## src/sv/gmps_pkg.sv

```systemverilog
// shared constants and types for the grid maximum path sum block
// no dependencies
package gmps_pkg;

    localparam int MAX_ROWS_DEF = 32;
    localparam int MAX_COLS_DEF = 32;

    localparam int COIN_W    = 16;
    localparam int SUM_W     = 22;
    localparam int CFG_W     = 6;
    localparam int CFG_IDX_W = 2;
    localparam int DIR_W     = 2;

    // configuration register indexes
    localparam logic [CFG_IDX_W-1:0] REG_GRID_ROWS = 2'd0;
    localparam logic [CFG_IDX_W-1:0] REG_GRID_COLS = 2'd1;

    typedef enum logic [DIR_W-1:0] {
        MOVE_DOWN  = 2'd0,
        MOVE_RIGHT = 2'd1,
        MOVE_NONE  = 2'd2
    } move_dir_t;

    // walk controller to move emitter
    typedef struct packed {
        logic             push;
        logic             push_right;
        logic             done;
        logic             single;
        logic [SUM_W-1:0] total;
    } walk_ctl_t;

endpackage

```

## src/sv/gmps_emit.sv

```systemverilog
// path move stack and result emitter: stores moves found walking back
// from the corner and replays them from the top-left corner onward; uses gmps_pkg
module gmps_emit
    import gmps_pkg::*;
#(
    parameter int MAX_MOVES = MAX_ROWS_DEF + MAX_COLS_DEF - 2
)
(
    input  logic             clk,
    input  logic             rst_n,
    input  walk_ctl_t        ctl,
    output logic             active,
    output logic             result_valid,
    output logic [DIR_W-1:0] move_dir,
    output logic [SUM_W-1:0] best_total,
    output logic             last_move
);

    localparam int STACK_DEPTH = (MAX_MOVES > 1) ? MAX_MOVES : 1;
    localparam int SP_W        = (STACK_DEPTH > 1) ? $clog2(STACK_DEPTH) : 1;
    localparam int CNT_W       = $clog2(STACK_DEPTH + 1);

    logic             stack_mem [STACK_DEPTH];
    logic             stack_reg;
    logic [CNT_W-1:0] wp_reg;
    logic [SP_W-1:0]  rp_reg;
    logic             active_reg;
    logic             out_valid_reg;
    logic             last_reg;
    logic             single_reg;
    logic [SUM_W-1:0] total_reg;

    always_ff @(posedge clk)
    begin
        if (ctl.push)
        begin
            stack_mem[wp_reg[SP_W-1:0]] <= ctl.push_right;
        end
        if (active_reg)
        begin
            stack_reg <= stack_mem[rp_reg];
        end
        if (ctl.done)
        begin
            total_reg <= ctl.total;
        end
    end

    always_ff @(posedge clk or negedge rst_n)
    begin
        if (!rst_n)
        begin
            wp_reg        <= '0;
            rp_reg        <= '0;
            active_reg    <= 1'b0;
            out_valid_reg <= 1'b0;
            last_reg      <= 1'b0;
            single_reg    <= 1'b0;
        end
        else
        begin
            out_valid_reg <= active_reg;
            if (ctl.push)
            begin
                wp_reg <= wp_reg + CNT_W'(1);
            end
            if (active_reg)
            begin
                last_reg <= (rp_reg == '0);
                rp_reg   <= rp_reg - SP_W'(1);
                if (rp_reg == '0)
                begin
                    active_reg <= 1'b0;
                end
            end
            if (ctl.done)
            begin
                wp_reg     <= '0;
                single_reg <= ctl.single;
                if (ctl.single)
                begin
                    out_valid_reg <= 1'b1;
                    last_reg      <= 1'b1;
                end
                else
                begin
                    active_reg <= 1'b1;
                    // the final move may be pushed in the same cycle
                    rp_reg     <= ctl.push ? wp_reg[SP_W-1:0]
                                           : wp_reg[SP_W-1:0] - SP_W'(1);
                end
            end
        end
    end

    assign active       = active_reg;
    assign result_valid = out_valid_reg;
    assign best_total   = total_reg;
    assign last_move    = last_reg;
    assign move_dir     = single_reg ? MOVE_NONE : (stack_reg ? MOVE_RIGHT : MOVE_DOWN);

endmodule

```

## config.mk

```make
export PLATFORM = sky130hd
export DESIGN_NAME = gmps_emit
export DESIGN_NICKNAME = d
export VERILOG_FILES = /design/src/sv/gmps_pkg.sv /design/src/sv/gmps_emit.sv
export SDC_FILE = /design/constraint.sdc
export NUM_CORES = 1
export LEC_CHECK = 0
export BUFFER_PORTS_ARGS = -buffer_cell sky130_fd_sc_hd__buf_2
export CORE_AREA = 4 4 89 91
export CTS_CLUSTER_SIZE = 8
export DETAILED_ROUTE_END_ITERATION = 6
export DIE_AREA = 0 0 93 95
export PLACE_DENSITY = 0.84
export SLEW_MARGIN = 20
export SYNTH_ARGS = -nofsm -noshare
export SYNTH_HDL_FRONTEND = slang
export SYNTH_SLANG_ARGS = --single-unit
```

## constraint.sdc

```tcl
create_clock -name clk -period 4.7 [get_ports clk]
set_input_delay 0.47 -clock clk [delete_from_list [all_inputs] [get_ports clk]]
set_output_delay 0.47 -clock clk [all_outputs]
set_load 0.01 [all_outputs]
```

* Word-level counts from Yosys, hierarchy flattened
Memory sizes are Yosys's and may differ from the RTL's. A register that Yosys moved wholly into a read port is not among the register bits.
Index checks and enable logic that the tools add are counted.
W data, S select, Z words.
** Word-level totals
- Register bits :: 38
- Memory bits (writable) :: 62
- Input bits :: 28
- Output and inout bits :: 27
- Word-level logic and storage cells :: 32
- Memories :: 1
** Memories
- stack_mem :: depth 62, width 1, read ports 1, clocked after Yosys merged registers in 1, write ports 1, RTL line gmps_emit.sv:23 : logic stack_mem [STACK_DEPTH];
** Cells by class
- Add/subtract/negate cells :: 3
- Multiplexer cells :: 19
- Reduce and logical (&&, ||, !) cells :: 2
** Operators with widths (number)
- $mux W6 :: 6
- $mux W1 :: 12
- $sub A6 B1 Y6 const B :: 2
- $add A6 B1 Y6 const B :: 1
- $logic_not A6 Y1 :: 1
- $mux W2 :: 1
- $reduce_bool A2 Y1 :: 1

* Depth between registers and ports, before layout
Gate-level depths: netlist of run 1.
- Depth in word-level cells :: 5
- Gate-level depth with buffers :: 8

* Least setup slack after synthesis of run 1
OpenSTA, ideal clock, no wires.
- Path type :: reg2reg
- From :: reg rp_reg[0]
- To :: reg stack_reg, read port of stack_mem, data pin
- Setup time :: 0.262 ns
- Arrival :: 1.509 ns
- Path slack :: 2.929 ns
- Cell stages (with the launch flop) :: 7
- Buffers on the path :: 1
- Period minus slack after synthesis :: 1.771 ns
- Cell sequence :: dfrtp_1 > buf_6 > mux4_2 > a22oi_2 > nand3_1 > a211oi_1 > a21oi_1
** RTL lines
- from (decl) :: RTL line gmps_emit.sv:26 : logic [SP_W-1:0] rp_reg;
- from (signal assigned) :: RTL line gmps_emit.sv:70 : rp_reg <= rp_reg - SP_W'(1);
- from (signal assigned) :: RTL line gmps_emit.sv:89 : rp_reg <= ctl.push ? wp_reg[SP_W-1:0]
- to (decl) :: RTL line gmps_emit.sv:24 : logic stack_reg;

==> impl_metrics.json, run 1 <==
{
  "p_leak_uw": 0.00172,
  "ys_ff_latch": 101,
  "hpwlAfterDp_um": 5810,
  "grt_pass1_wl_um": 13900,
  "synth.cell_area_um2": 4340,
  "cp.arrival_ps": 2620,
  "rsz0062_at_grt": "false",
  "drt_first_pass_iters": 4,
  "antenna_found_initial": 0,
  "setup-tns-final_ps": 0,
  "vias_per_cell": 5.75,
  "crit_path_end_kind": "flop",
  "pwr_density_cell_nw_per_um2": 441,
  "areaGrowthSynthToFinish_pct": 10.7,
  "finalCriticalPeriod_ps": 2510,
  "grt_pass1_vias": 2690,
  "ios": 55,
  "synth_top_area_share_pct": 58.8,
  "crit_type": "flop to flop",
  "htree_levels": 3,
  "routabilityCongestion": 0.840,
  "endpoint": "stack_reg",
  "synth_common_cells": "edfxtp_1 (85), nor2_1 (76), nand2_1 (21)",
  "gr-usage-all-layers_pct": 21.1,
  "clock_sinks": 101,
  "initial_core_util_pct": 60.8,
  "cts_tree": "yes",
  "maxSlewViolCount": 0,
  "vdd_drop_max_uv": 161,
  "wl_per_cell_um": 18.8,
  "yosysTopAreaCell": "edfxtp_1",
  "fillers": 506,
  "fin_worst_skew_ps": 9.51,
  "die_w_um": 93,
  "synth_area_leaders": "edfxtp_1 (59%), dfrtp_1 (9.2%), nor2_1 (6.6%)",
  "ys_types": 38,
  "rr_worst_depth": 5,
  "clock_path_buffers": 2,
  "drt_iter0_markers": 284,
  "grt_overflow": 0,
  "clock_latency_ps": 360,
  "cts_resized": 0,
  "cap_violations": 0,
  "synth_area_per_cell_um2": 13.9,
  "design.core.area_um2": 7140,
  "ctsHoldBuffers": 0,
  "maxSlewHeadroom_pct": 35.2,
  "multi_input_area_um2": 1250,
  "dieArea_um2": 8840,
  "period_share_pct": 53.5,
  "required_ps": 4810,
  "cp-start-kind": "flop",
  "hold_viol_final": 0,
  "syn_inst": 313,
  "largest_reg_flops": 62,
  "async_reset_ff_share_pct": 15.8,
  "syn_nets": 345,
  "antenna_left": 0,
  "min_path_type": "input port to async pin",
  "drive_gt1_share_pct": 22.2,
  "rows": 31,
  "register_area_um2": 2950,
  "synth_edf_count": 85,
  "worst_pin_slew_ps": 972,
  "drc": 0,
  "portBuffers": 54,
  "grt_max_degree": 63,
  "numCtsBuffers": 9,
  "root_buffer": "clkbuf_8",
  "crit_start": "rp_reg[0]",
  "ys_seq_area_share_pct": 68.1,
  "crit-reg2reg-launch": "rp_reg[0]",
  "fin_util_pct": 67.3,
  "final_nets": 388,
  "path_max_fanout": 19,
  "fmax_ghz": 0.398,
  "path_clk_slew_ps": 90,
  "synth-warning-count": 0,
  "synth-main-ff-cell": "edfxtp_1",
  "post-cts-setup-buffer-count": 0,
  "via_count": 2647,
  "reg2reg_slack_ps": 2190,
  "n_antenna_cell": 0,
  "worstReg2RegEnd": "stack_reg",
  "status": "completed",
  "setup_viol": 0,
  "synth.most_common_cell": "edfxtp_1",
  "die_h_um": 95,
  "wl_um": 8660
}
[worst max-delay path, cell delays in order (launching register included)]
cell	delay [ps]
dfrtp_1	990
mux4_1	660
a22oi_1	190
a31oi_1	130
a211oi_1	210
a21oi_1	70
[where the power goes]
group / total [uW] / switching (uW) / internal, uW
logic: 439 / 202 / 237
registers: 1170 / 132 / 1030
clock network: 512 / 288 / 224
total: 2120 / 622 / 1500
[cells in the final DEF (no fill, tap or decap), types with 8 or more instances in the layout]
cell,instances
nand2_1,21
nand3_1,14
buf_2,54
o21ai_0,8
clkbuf_8,11
edfxtp_1,85
xor2_1,9
mux4_1,9
dfrtp_1,16
nor2_1,76
[logic make-up (layout without fill, tap and decap cells)]
family	after synthesis	in the layout	synth area share, %
AND/OR/NAND/NOR	131	131	13.1
XOR/XNOR	13	13	2.62
adder cells (fa/ha/maj)	4	4	1.15
AO/OA/AOI/OAI	20	20	2.85
buffers and inverters	27	75	3.11
multiplexers	17	17	9.05
flip-flops	101	101	68.1
[stage by stage]
step           hold slack, ps  total power (uW)  instance area [um^2]  worst slack, ps  cells
2_1_floorplan             174              1520                  4340             2930    313
3_3_place_gp              390              1600                  4620             2220    444
3_5_place_dp              402              1620                  4620             2210    444
4_1_cts                  12.3              2120                  4800             2190    460
5_1_grt                  25.8              2220                  4800             2040    460
6_report                 9.69              2120                  4800             2190    460
[cell type report]
cell class | count | share of cell area, %
Clock inverter | 4 | 0.651
Sequential cell | 101 | 61.5
Inverter | 5 | 0.391
Multi-Input combinational cell | 185 | 26.0
Timing Repair Buffer | 54 | 5.63
Clock buffer | 12 | 3.23
Tap cell | 99 | 2.58
[worst min path at each step]
stage	slack [ps]	end	cells past startpoint	from
2_1_floorplan	170	active	0	rst_n
3_3_place_gp	390	active	1	rst_n
3_5_place_dp	400	result_valid	1	rst_n
4_1_cts	10	result_valid	1	rst_n
5_1_grt	30	last_move	1	rst_n
6_report	10	result_valid	1	rst_n
[per-layer routing]
metal  track usage, %  wire [um]  vias up
met1             25.9       3330     1314
met5                0          0        -
li1                 -          -     1210
met4             9.65        195        0
met3             4.22        561       19
met2             36.4       4570      104
(Power assumes the default switching activity.)
==> run 2, diff against run 1 <==
--- a/config.mk
+++ b/config.mk
@@ -5,12 +5,13 @@
 export SDC_FILE = /design/constraint.sdc
 export NUM_CORES = 1
 export LEC_CHECK = 0
+export ABC_AREA = 1
 export BUFFER_PORTS_ARGS = -buffer_cell sky130_fd_sc_hd__buf_2
-export CORE_AREA = 4 4 89 91
+export CORE_AREA = 4 4 94 96
 export CTS_CLUSTER_SIZE = 8
 export DETAILED_ROUTE_END_ITERATION = 6
-export DIE_AREA = 0 0 93 95
-export PLACE_DENSITY = 0.84
+export DIE_AREA = 0 0 98 100
+export PLACE_DENSITY = 0.79
 export SLEW_MARGIN = 20
 export SYNTH_ARGS = -nofsm -noshare
 export SYNTH_HDL_FRONTEND = slang
==> constraint.sdc (replaced) <==
create_clock -name clk -period 2.65 [get_ports clk]
set_input_delay 0.265 -clock clk [delete_from_list [all_inputs] [get_ports clk]]
set_output_delay 0.265 -clock clk [all_outputs]
set_load 0.01 [all_outputs]
==> run 2 against run 1 <==
Largest cell class unchanged; routed wire length grew 13%; global-route usage shrank 0.62 points; area after synthesis rose by 5.0%.
==> impl_metrics.json, run 2 <==
{
  "status": "completed",
  "gr-usage-all-layers_pct": 20.5,
  "initial_core_util_pct": 56.6,
  "syn_inst": 455,
  "p_total_uw": 4130,
  "ys_seq_area_share_pct": 64.8,
  "crit_type": "flop to flop",
  "min_path_type": "input port to flop",
  "wl_um": 9790,
  "setup-tns-final_ps": 0,
  "ys_types": 30,
  "pwr_density_cell_nw_per_um2": 812,
  "root_buffer": "clkbuf_8",
  "numCtsBuffers": 9,
  "finalCriticalPeriod_ps": 1900,
  "synth.cell_area_um2": 4550,
  "drive_gt1_share_pct": 17.1,
  "drc": 0,
  "hpwlAfterDp_um": 6850,
  "worst_pin_slew_ps": 904,
  "setup_viol": 0,
  "path_clk_slew_ps": 110,
  "worstReg2RegEnd": "stack_reg",
  "cts_tree": "yes",
  "dieArea_um2": 9800,
  "grt_overflow": 0,
  "htree_levels": 3,
  "synth.most_common_cell": "nand2_1",
  "grt_pass1_vias": 3207,
  "areaGrowthSynthToFinish_pct": 11.7,
  "final_cell_mix": "nand2_1 (110), nor2_1 (85), edfxtp_1 (85)",
  "antenna_found_initial": 0,
  "maxSlewViolCount": 0,
  "largest_reg_flops": 62,
  "synth_top_area_share_pct": 56.0,
  "final_nets": 543,
  "synth_area_per_cell_um2": 10.0,
  "period_share_pct": 71.8,
  "wl_per_cell_um": 15.8,
  "cap_violations": 0,
  "grt_pass1_wl_um": 15800,
  "synth-warning-count": 0,
  "syn_nets": 487,
  "synth_area_leaders": "edfxtp_1 (56%), nand2_1 (9.1%), dfrtp_1 (8.8%)",
  "fin_worst_skew_ps": 18.0,
  "hold_viol_final": 0,
  "fillers": 662,
  "die_w_um": 98,
  "vdd_drop_max_uv": 300,
  "post-cts-setup-buffer-count": 0,
  "final_common_cell": "nand2_1",
  "synth_edf_count": 85,
  "hold_slack_ps": 60.2,
  "cp-start-kind": "flop",
  "clock_path_buffers": 2,
  "crit_path_end_kind": "flop",
  "clock_sinks": 101,
  "drt_iter0_markers": 321,
  "synth_common_cells": "nand2_1 (110), edfxtp_1 (85), nor2_1 (85)",
  "cp.arrival_ps": 2040,
  "path_max_fanout": 21,
  "clock_latency_ps": 370,
  "via_count": 3299,
  "async_reset_ff_share_pct": 15.8,
  "required_ps": 2790,
  "pre_cts_slack_ps": 778,
  "min_to": "best_total[3]",
  "fin_ws_ps": 747,
  "fmax_ghz": 0.525,
  "drt_first_pass_iters": 5,
  "crit-reg2reg-launch": "rp_reg[0]",
  "cts_resized": 0,
  "synth-main-ff-cell": "edfxtp_1",
  "antenna_left": 0,
  "reg2reg_slack_ps": 750,
  "whs_path_depth": 1,
  "p_leak_uw": 0.00211,
  "rr_worst_depth": 8,
  "design.core.area_um2": 8050,
  "hp-start": "ctl[3]",
  "maxSlewHeadroom_pct": 39.7,
  "rsz0062_at_grt": "false",
  "ys_ff_latch": 101,
  "grt_max_degree": 63,
  "routabilityCongestion": 0.925,
  "ios": 55,
  "yosysTopAreaCell": "edfxtp_1",
  "portBuffers": 54,
  "rows": 33,
  "n_antenna_cell": 0,
  "die_h_um": 100,
  "vias_per_cell": 5.31
}
## run 2: cell types whose count changed in the layout (fill, tap and decap cells not counted), sizes merged, moves of 12 or more
| cell | before | now |
|---|---|---|
| nand2 | 21 | 110 |
| inv | 6 | 56 |
| nand3 | 14 | 44 |
| mux4 | 15 | 0 |
| nor2 | 76 | 88 |
## run 2: report_power, final
| part | internal [uW] | total, uW | switching, uW |
|---|---|---|---|
| registers | 1840 | 1990 | 157 |
| clock network | 452 | 1000 | 553 |
| logic | 394 | 1130 | 735 |
| total | 2680 | 4130 | 1450 |
## run 2: final cells by class
class	count	area (um^2)	area share [%]
tap	105	131	2.58
inverter	52	200	3.94
clock buffer	9	124	2.44
sequential	101	2950	58.1
multi-input combinational	288	1290	25.3
clock inverter	7	80.1	1.57
timing repair buffer	59	310	6.10
## run 2: logic make-up (layout without fill, tap and decap cells)
logic type / Yosys count / in the layout / share of synthesized area, %
AO/OA/AOI/OAI: 31 / 31 / 3.87
XOR/XNOR: 3 / 3 / 0.577
AND/OR/NAND/NOR: 250 / 250 / 22.7
buffers and inverters: 66 / 127 / 6.90
adder cells (fa/ha/maj): 4 / 4 / 1.10
flip-flops: 101 / 101 / 64.8
## run 2: through the flow
stage	util (%)	cells	cell area, um^2
floorplan	-	455	4550
global placement	60.5	604	4870
detailed placement	60.5	604	4870
CTS	63.2	621	5090
global route	63.2	621	5090
finish	63.2	621	5090
## run 2: critical path, cell delays in order, from the launching register on
cell     delay [ps]
dfrtp_1         800
buf_4           280
nand2_1          80
nand3_1         100
nand3_1         110
nand3_1         100
nand2_1          70
nand3_1          80
nand2_1          50
## run 2: worst max-delay path by stage
stage / from / end / slack (ps) / depth (start not counted)
after global placement: rp_reg[0] / stack_reg / 850 / 8
after detailed placement: rp_reg[0] / stack_reg / 780 / 8
after CTS: rp_reg[0] / stack_reg / 760 / 8
after global routing: rp_reg[0] / stack_reg / 560 / 9
final: rp_reg[0] / stack_reg / 750 / 8
after floorplan: rp_reg[1] / rp_reg[4] / 1190 / 10
## run 2: what timing repair did
item,in CTS,in global routing
setup endpoints to repair,0,0
hold endpoints to repair,16,0
hold buffers,1,0
## run 2: metal layers
layer,up-vias,share of wire [%],track usage [%]
li1,1600,-,-
met1,1538,41,26.4
met2,138,50,34.6
met3,23,6.1,2.43
met4,0,2.8,10.2
met5,-,0,0
